$ cat src/rtl/csi_ap_pkg.sv
`timescale 1ns / 1ps
// ----------------------------------------------------------------------------
// csi_ap_pkg
// shared widths, constants, the sideband type and the arctangent step table
// for the subcarrier amplitude / phase pipeline
// ----------------------------------------------------------------------------
package csi_ap_pkg;

  // field widths
  localparam int COMP_W  = 8;
  localparam int IDX_W   = 8;
  localparam int CNT_W   = 9;
  localparam int VALUE_W = 8;

  // report shape
  localparam int MAX_SUBCARRIERS = 256;
  localparam int EDGE_NULLS      = 3;
  localparam int CMP_W = 1 + ((CNT_W > $clog2(MAX_SUBCARRIERS + 1)) ?
                              CNT_W : $clog2(MAX_SUBCARRIERS + 1));

  // squared magnitude and root
  localparam int SQ_W    = 2 * COMP_W;
  localparam int ROOT_W  = COMP_W;
  localparam int SQ_LAT  = 2 + ROOT_W;

  // cordic vectoring
  localparam int ITERS   = 24;
  localparam int XF      = 24;
  localparam int XY_W    = XF + 11;
  localparam int AF      = 26;
  localparam int ANG_W   = AF + 3;
  localparam real ANG_SCALE = 2.0 ** AF;
  localparam logic signed [ANG_W-1:0] PI_FX =
    ANG_W'(int'(3.14159265358979323846 * ANG_SCALE));

  // phase scaling: value = floor((100 * t + 320) / 6 * 2) = floor((100t + 320) / 3)
  localparam int PH_MUL     = 100;
  localparam int PH_OFS     = 320;
  localparam int PH_DIV     = 3;
  localparam int NUM_W      = ANG_W + 8;
  localparam int Q_W        = 10;
  localparam int DIV3_MUL   = 683;
  localparam int DIV3_SH    = 11;
  localparam int PROD_W     = Q_W + 10;
  localparam logic [VALUE_W-1:0] PHASE_AT_ZERO = VALUE_W'(PH_OFS / PH_DIV);

  // pre stage + iterations + post stages
  localparam int POST_LAT = 5;
  localparam int PH_LAT   = 1 + ITERS + POST_LAT;
  localparam int SQ_DLY   = PH_LAT - SQ_LAT;

  // per-item sideband that travels beside the datapath
  typedef struct packed {
    logic [IDX_W-1:0] index;
    logic             last;
    logic             mode;
    logic             edge_null;
    logic             zero;
  } side_t;

  // atan(2^-i) in AF fractional bits
  function automatic logic signed [ANG_W-1:0] atan_step(input int i);
    logic signed [ANG_W-1:0] r;
    r = '0;
    unique case (i)
      0:  r = ANG_W'(int'(0.785398163397448310 * ANG_SCALE));
      1:  r = ANG_W'(int'(0.463647609000806116 * ANG_SCALE));
      2:  r = ANG_W'(int'(0.244978663126864154 * ANG_SCALE));
      3:  r = ANG_W'(int'(0.124354994546761435 * ANG_SCALE));
      4:  r = ANG_W'(int'(0.062418809995957348 * ANG_SCALE));
      5:  r = ANG_W'(int'(0.031239833430268277 * ANG_SCALE));
      6:  r = ANG_W'(int'(0.015623728620476830 * ANG_SCALE));
      7:  r = ANG_W'(int'(0.007812341060101111 * ANG_SCALE));
      8:  r = ANG_W'(int'(0.003906230131966972 * ANG_SCALE));
      9:  r = ANG_W'(int'(0.001953122516478819 * ANG_SCALE));
      10: r = ANG_W'(int'(0.000976562189559320 * ANG_SCALE));
      11: r = ANG_W'(int'(0.000488281211194898 * ANG_SCALE));
      12: r = ANG_W'(int'(0.000244140620149362 * ANG_SCALE));
      13: r = ANG_W'(int'(0.000122070311893670 * ANG_SCALE));
      // small angles: atan(2^-i) equals 2^-i to well below one lsb
      default: r = ANG_W'(1) << (AF - i);
    endcase
    return r;
  endfunction

endpackage

$ cat src/rtl/csi_ap_isqrt.sv
`timescale 1ns / 1ps
// ----------------------------------------------------------------------------
// csi_ap_isqrt
// pipelined floor(sqrt(a*a + b*b)): squares, sum, then one root bit per stage
// ----------------------------------------------------------------------------
module csi_ap_isqrt (
  input  logic                                      clk_i,
  input  logic                                      en_i,
  input  logic signed [csi_ap_pkg::COMP_W-1:0]      a_i,
  input  logic signed [csi_ap_pkg::COMP_W-1:0]      b_i,
  output logic        [csi_ap_pkg::ROOT_W-1:0]      root_o
);

  localparam int SQ_W   = csi_ap_pkg::SQ_W;
  localparam int ROOT_W = csi_ap_pkg::ROOT_W;

  logic [SQ_W-1:0]   sa_q, sb_q;
  logic [SQ_W-1:0]   s_q [ROOT_W+1];
  logic [ROOT_W-1:0] r_q [ROOT_W+1];

  // squares, then their sum
  always_ff @(posedge clk_i) begin
    if (en_i) begin
      sa_q   <= SQ_W'(a_i * a_i);
      sb_q   <= SQ_W'(b_i * b_i);
      s_q[0] <= sa_q + sb_q;
      r_q[0] <= '0;
    end
  end

  // one root bit per stage, msb first
  for (genvar k = 0; k < ROOT_W; k++) begin : g_bit
    logic [ROOT_W-1:0] cand;
    logic [SQ_W-1:0]   cand_sq;
    assign cand    = r_q[k] | (ROOT_W'(1) << (ROOT_W - 1 - k));
    assign cand_sq = SQ_W'(cand) * SQ_W'(cand);

    always_ff @(posedge clk_i) begin
      if (en_i) begin
        s_q[k+1] <= s_q[k];
        r_q[k+1] <= (cand_sq <= s_q[k]) ? cand : r_q[k];
      end
    end
  end

  assign root_o = r_q[ROOT_W];

endmodule

$ cat config.mk
export PLATFORM = sky130hd
export DESIGN_NAME = csi_ap_isqrt
export DESIGN_NICKNAME = d
export VERILOG_FILES = /design/src/rtl/csi_ap_pkg.sv /design/src/rtl/csi_ap_isqrt.sv
export SDC_FILE = /design/constraint.sdc
export NUM_CORES = 1
export LEC_CHECK = 0
export BUFFER_PORTS_ARGS = -buffer_cell sky130_fd_sc_hd__buf_4
export CAP_MARGIN = 20
export CORE_ASPECT_RATIO = 1.2
export CORE_MARGIN = 4
export CORE_UTILIZATION = 36
export CTS_BUF_LIST = sky130_fd_sc_hd__clkbuf_16
export DETAILED_ROUTE_END_ITERATION = 6
export PLACE_DENSITY_LB_ADDON = 0.15
export SLEW_MARGIN = 40
export SYNTH_ARGS = -nofsm -noshare
export SYNTH_HDL_FRONTEND = slang
export SYNTH_SLANG_ARGS = --single-unit
$ cat constraint.sdc
create_clock -name clk_i -period 7.7 [get_ports clk_i]
set_input_delay 0.77 -clock clk_i [delete_from_list [all_inputs] [get_ports clk_i]]
set_output_delay 0.77 -clock clk_i [all_outputs]
set_load 0.03 [all_outputs]
# ---- Yosys cells after proc, flatten, opt, wreduce, memory -nomap -nowiden
# Memories as Yosys holds them, arrays and structs flattened.
# Index checks and enable logic that the tools add are counted.
dict set report totals {
  output_inout_bits 8
  mem_count 2
  ram_bits 216
  elab_cells 33
  input_bits 18
  ff_bits 32
}
# memory depth width rd rd_clocked_by_memory_dff wr line
set mem_list {}
lappend mem_list {s_q 9 16 8 0 9 csi_ap_isqrt.sv:18} ;# logic [SQ_W-1:0] s_q [ROOT_W+1];
lappend mem_list {r_q 9 8 9 0 9 csi_ap_isqrt.sv:19} ;# logic [ROOT_W-1:0] r_q [ROOT_W+1];
dict set report classes {
  multipliers 10
  magnitude_cmp 8
  mux 10
  addsub 1
}
# operator n
set ops {}
lappend ops {{8-bit by 8-bit multiplier with 16-bit output} 10}
lappend ops {{16-bit less-or-equal comparator} 8}
lappend ops {{16-bit adder} 1}
lappend ops {{8-bit 2-to-1 mux} 1}
lappend ops {{7-bit 2-to-1 mux} 1}
lappend ops {{6-bit 2-to-1 mux} 1}
lappend ops {{5-bit 2-to-1 mux} 1}
lappend ops {{4-bit 2-to-1 mux} 1}
lappend ops {{1-bit 2-to-1 mux} 3}
lappend ops {{3-bit 2-to-1 mux} 1}
lappend ops {{2-bit 2-to-1 mux} 1}

# ---- Logic depth before layout (Yosys ltp)
# An unclocked memory read counts as a cell.
dict set report logic_depth {
  depth_word 4
  depth_mapped 23
  ltp_nobuf 23
}

# ---- Worst setup path before layout
# Ideal clock, no wire load.
dict set report synth_timing {
  path_type {register -> register}
  start {memory r_q[0][58] (netlist bit)}
  end {memory r_q[0][64] (netlist bit), data pin}
  path_slack_ps 2454
  setup_time_ps 260
  arrival_time_ps 4986
  stages_incl_launch_ff 22
  period_less_slack_ps 5246
  required_time_ps 7440
  path_buffers 0
  cell_sequence {edfxtp_1 and2_1 fa_1 fa_1 inv_1 fa_1 fa_1 inv_1 ha_1 o21a_1 nand3_1 a21oi_1 nor3_1 a311oi_1 xnor2_1 ha_1 nand4_1 or2_2 nor2_1 a221oi_1 o21ai_0 o21ai_0}
}
# item line
set synth_lines {}
lappend synth_lines {{from (decl)} csi_ap_isqrt.sv:19}

==> impl_metrics.sql <==
INSERT INTO impl_metrics (metric_group, metric, value, unit) VALUES
('status', 'status', 'finished, final reports clean', ''),
('critical_path', 'reg2reg_setup_slack', '1.99', 'ns'),
('job', 'max-cap-violations', '0', ''),
('yosys', 'netlist_instances', '1433', ''),
('yosys', 'post_synth_instance_area', '16400', 'sq um'),
('clock_network', 'postCtsSetupBuffers', '0', ''),
('timing', 'min_period_over_period', '0.742', ''),
('yosys', 'postSynthAreaPerCell', '11.4', 'sq um'),
('detailed_routing', 'detail_route.vias_per_cell', '4.64', ''),
('detailed_routing', 'routed.top_layer', 'met4', ''),
('timing', 'transition_at_the_pin_with_the_smallest_max_transition_slack', '0.774', 'ns'),
('global_route', 'grt_overflow_total', '0', ''),
('die', 'io_pins', '26', ''),
('detailed_routing', 'wl_met1', '11400', 'um'),
('global_route', 'wire_length_of_the_first_global_routing_pass', '50700', 'um'),
('yosys', 'most_used_flip_flop_cell_after_synthesis', 'sky130_fd_sc_hd__edfxtp_1', ''),
('hold_path', 'hold_path_end', 's_q[0][19]', ''),
('yosys', 'number_of_enable_flip_flop_cells_after_synthesis', '194', ''),
('timing', 'setup_viol_count_final', '0', ''),
('detailed_routing', 'route.vias.total', '9683', ''),
('timing', 'slew_headroom', '0.484', ''),
('timing', 'finalSetupTns', '0', 'ns'),
('timing', 'finalHoldWorstSlack', '0.409', 'ns'),
('finish', 'area_growth', '9.16', '%'),
('die', 'coreArea', '44900', 'sq um'),
('detailed_routing', 'drt-wirelength-per-cell', '14.2', 'um'),
('timing', 'final.setup_skew', '0.0106', 'ns'),
('clock_network', 'cts-buffers-inserted', '17', ''),
('critical_path', 'regToRegStartpoint', 'r_q[0][63]', ''),
('finish', 'n_antenna_cell', '0', ''),
('place', 'port-buffer-count', '25', ''),
('yosys', 'synth.distinct_cells', '58', ''),
('yosys', 'yosys.area.top_type_share', '0.356', ''),
('hold_path', 'hold_start', 's_q[0][3]', ''),
('clock_network', 'cts_hold_buf', '0', ''),
('detailed_routing', 'drt_first_pass_iters', '4', ''),
('timing', 'final-max-slew-violation-count', '0', ''),
('critical_path', 'worst-path-max-fanout', '8', ''),
('yosys', 'netlist_top_cells_area', 'sky130_fd_sc_hd__edfxtp_1, sky130_fd_sc_hd__fa_1, sky130_fd_sc_hd__ha_1, sky130_fd_sc_hd__inv_1, sky130_fd_sc_hd__xnor2_1', ''),
('die', 'die-width', '203', 'um'),
('global_route', 'global_route.usage.total', '0.127', ''),
('critical_path', 'reg2regPathDepth', '22', ''),
('global_route', 'initial_antenna_violation_count', '0', ''),
('clock_network', 'cts.sinks', '194', ''),
('timing', 'unrepaired_setup_endpoints_after_global_routing', 'false', ''),
('clock_network', 'clock_path_buffers', '2', ''),
('yosys', 'post-synth-top-area-cell', 'sky130_fd_sc_hd__edfxtp_1', ''),
('finish', 'finish.net_count', '1861', ''),
('die', 'die-height', '242', 'um'),
('critical_path', 'worst_ep_arrival_time', '5.89', 'ns'),
('detailed_routing', 'antenna_left', '0', ''),
('yosys', 'flip_flop_and_latch_count_after_synthesis', '194', ''),
('clock_network', 'cts_tree', 'built', ''),
('finish', 'final_layout_size_suffix_gt1_frac', '0.0534', ''),
('critical_path', 'path_class', 'reg2reg', ''),
('die', 'starting_density_of_the_core', '0.365', ''),
('die', 'floorplan.rows', '85', ''),
('detailed_routing', 'wl_met2', '17100', 'um'),
('hold_path', 'hp-class', 'reg2reg', ''),
('global_route', 'first_global_vias', '10415', ''),
('yosys', 'postSynthNetCount', '1828', ''),
('critical_path', 'timing.critical_path.required', '7.87', 'ns'),
('detailed_routing', 'detail_route.drc_violations', '0', ''),
('critical_path', 'cp-end-kind', 'flip-flop', ''),
('critical_path', 'rr_endpoint', 'r_q[0][64]', ''),
('die', 'dieArea', '49000', 'sq um'),
('detailed_routing', 'dr_wl_met3', '541', 'um'),
('clock_network', 'cell_chosen_for_the_clock_root', 'sky130_fd_sc_hd__clkbuf_16', ''),
('hold_path', 'min_path_cells', '0', ''),
('clock_network', 'worst_skew_pair.late_latency', '0.43', 'ns'),
('timing', 'hold_viol_final', '0', '');
-- worst max-delay path, stage by stage (launching register included) --
cell,delay (ns)
sky130_fd_sc_hd__edfxtp_1,0.51
sky130_fd_sc_hd__inv_1,0.22
sky130_fd_sc_hd__nor2_1,0.11
sky130_fd_sc_hd__fa_1,0.51
sky130_fd_sc_hd__fa_1,0.55
sky130_fd_sc_hd__inv_1,0.06
sky130_fd_sc_hd__fa_1,0.50
sky130_fd_sc_hd__fa_1,0.55
sky130_fd_sc_hd__inv_1,0.04
sky130_fd_sc_hd__ha_1,0.30
sky130_fd_sc_hd__o21a_1,0.18
sky130_fd_sc_hd__nand3_1,0.09
sky130_fd_sc_hd__a21oi_1,0.17
sky130_fd_sc_hd__nor3_1,0.08
sky130_fd_sc_hd__a311oi_1,0.32
sky130_fd_sc_hd__xnor2_1,0.12
sky130_fd_sc_hd__ha_1,0.33
sky130_fd_sc_hd__nand4_1,0.09
sky130_fd_sc_hd__or2_2,0.29
sky130_fd_sc_hd__nor2_1,0.16
sky130_fd_sc_hd__a221oi_1,0.09
sky130_fd_sc_hd__o21ai_0,0.08
sky130_fd_sc_hd__o21ai_0,0.10
-- worst max path at each step --
stage	endpoint	start
finish	r_q[0][64]	r_q[0][63]
global route	r_q[0][64]	r_q[0][63]
CTS	r_q[0][64]	r_q[0][63]
detailed placement	r_q[0][64]	r_q[0][63]
global placement	r_q[0][64]	r_q[0][63]
floorplan	r_q[0][64]	r_q[0][58]
-- registers in the layout, indices dropped and copies added (netlist names) --
| register | flops |
|---|---|
| sb_q | 15 |
| r_q | 36 |
| sa_q | 15 |
| s_q | 128 |
-- Yosys cell counts, types with 4 or more instances --
cell type	n
sky130_fd_sc_hd__nor2b_1	23
sky130_fd_sc_hd__fa_1	146
sky130_fd_sc_hd__nand3_1	13
sky130_fd_sc_hd__xnor2_1	87
sky130_fd_sc_hd__o21ai_0	25
sky130_fd_sc_hd__nand2b_1	16
sky130_fd_sc_hd__nor4b_1	4
sky130_fd_sc_hd__nor4_1	10
sky130_fd_sc_hd__nor2_1	43
sky130_fd_sc_hd__nand2_1	70
sky130_fd_sc_hd__o21bai_1	10
sky130_fd_sc_hd__nand4_1	14
sky130_fd_sc_hd__o211ai_1	5
sky130_fd_sc_hd__and2_1	59
sky130_fd_sc_hd__a21o_1	28
sky130_fd_sc_hd__or2_2	10
sky130_fd_sc_hd__ha_1	231
sky130_fd_sc_hd__clkbuf_1	12
sky130_fd_sc_hd__o21a_1	8
sky130_fd_sc_hd__a211oi_1	4
sky130_fd_sc_hd__edfxtp_1	194
sky130_fd_sc_hd__a21oi_1	45
sky130_fd_sc_hd__xor2_1	20
sky130_fd_sc_hd__inv_1	291
sky130_fd_sc_hd__and3_1	4
sky130_fd_sc_hd__nor3_1	15
-- cells in the final DEF, fill, tap and decap left out, types with 3 or more instances in the layout --
cell type	n
sky130_fd_sc_hd__inv_1	291
sky130_fd_sc_hd__a211o_1	3
sky130_fd_sc_hd__nand3_1	13
sky130_fd_sc_hd__and2_1	59
sky130_fd_sc_hd__edfxtp_1	194
sky130_fd_sc_hd__nand2b_1	16
sky130_fd_sc_hd__nor4b_1	4
sky130_fd_sc_hd__buf_4	25
sky130_fd_sc_hd__mux2i_1	3
sky130_fd_sc_hd__nor2_1	43
sky130_fd_sc_hd__o211ai_1	5
sky130_fd_sc_hd__o31ai_1	3
sky130_fd_sc_hd__o21bai_1	10
sky130_fd_sc_hd__clkbuf_16	18
sky130_fd_sc_hd__a21o_1	28
sky130_fd_sc_hd__o21a_1	8
sky130_fd_sc_hd__xor2_1	20
sky130_fd_sc_hd__a211oi_1	4
sky130_fd_sc_hd__nand4_1	14
sky130_fd_sc_hd__a21oi_1	45
sky130_fd_sc_hd__nand2_1	70
sky130_fd_sc_hd__nor3_1	15
sky130_fd_sc_hd__o21ai_0	25
sky130_fd_sc_hd__xnor2_1	87
sky130_fd_sc_hd__or2_2	10
sky130_fd_sc_hd__nor4_1	10
sky130_fd_sc_hd__inv_8	5
sky130_fd_sc_hd__fa_1	146
sky130_fd_sc_hd__ha_1	231
sky130_fd_sc_hd__nor2b_1	23
sky130_fd_sc_hd__inv_6	4
sky130_fd_sc_hd__and3_1	4
-- logic make-up after synthesis --
kind of cell | count (synthesis) | share of synthesized area
AO/OA/AOI/OAI | 156 | 0.0646
XOR/XNOR | 107 | 0.0573
adder cells (fa/ha/maj) | 377 | 0.355
buffers and inverters | 303 | 0.0695
flip-flops | 194 | 0.356
multiplexers | 3 | 0.00183
AND/OR/NAND/NOR | 293 | 0.0957
-- layer usage --
metal,GRT usage,vias up
met1,0.138,4780
met2,0.253,64
met5,0,-
li1,-,4809
met4,0.0326,0
met3,0.0202,30
-- final cells by class --
cell class              count  area (sq um)
flip-flops and latches    194          5830
repair buffers             26           213
clock buffers              17           425
fillers                  4469         27000
well taps                 609           762
inverters                 291          1090
multi-input cells         936          9400
clock inverters            15           144
-- stage by stage --
step	util	instance area, sq um	setup WS [ns]	instances
after floorplan	-	16400	2.45	1433
after global placement	0.385	17300	2.12	2056
after detailed placement	0.385	17300	2.04	2056
after CTS	0.398	17900	2.00	2088
after global routing	0.398	17900	1.49	2088
final	0.398	17900	1.99	2088
Power is left out: the tool's default activity adds up to more than one toggle a clock period on the data nets, which glitch-free logic cannot reach.
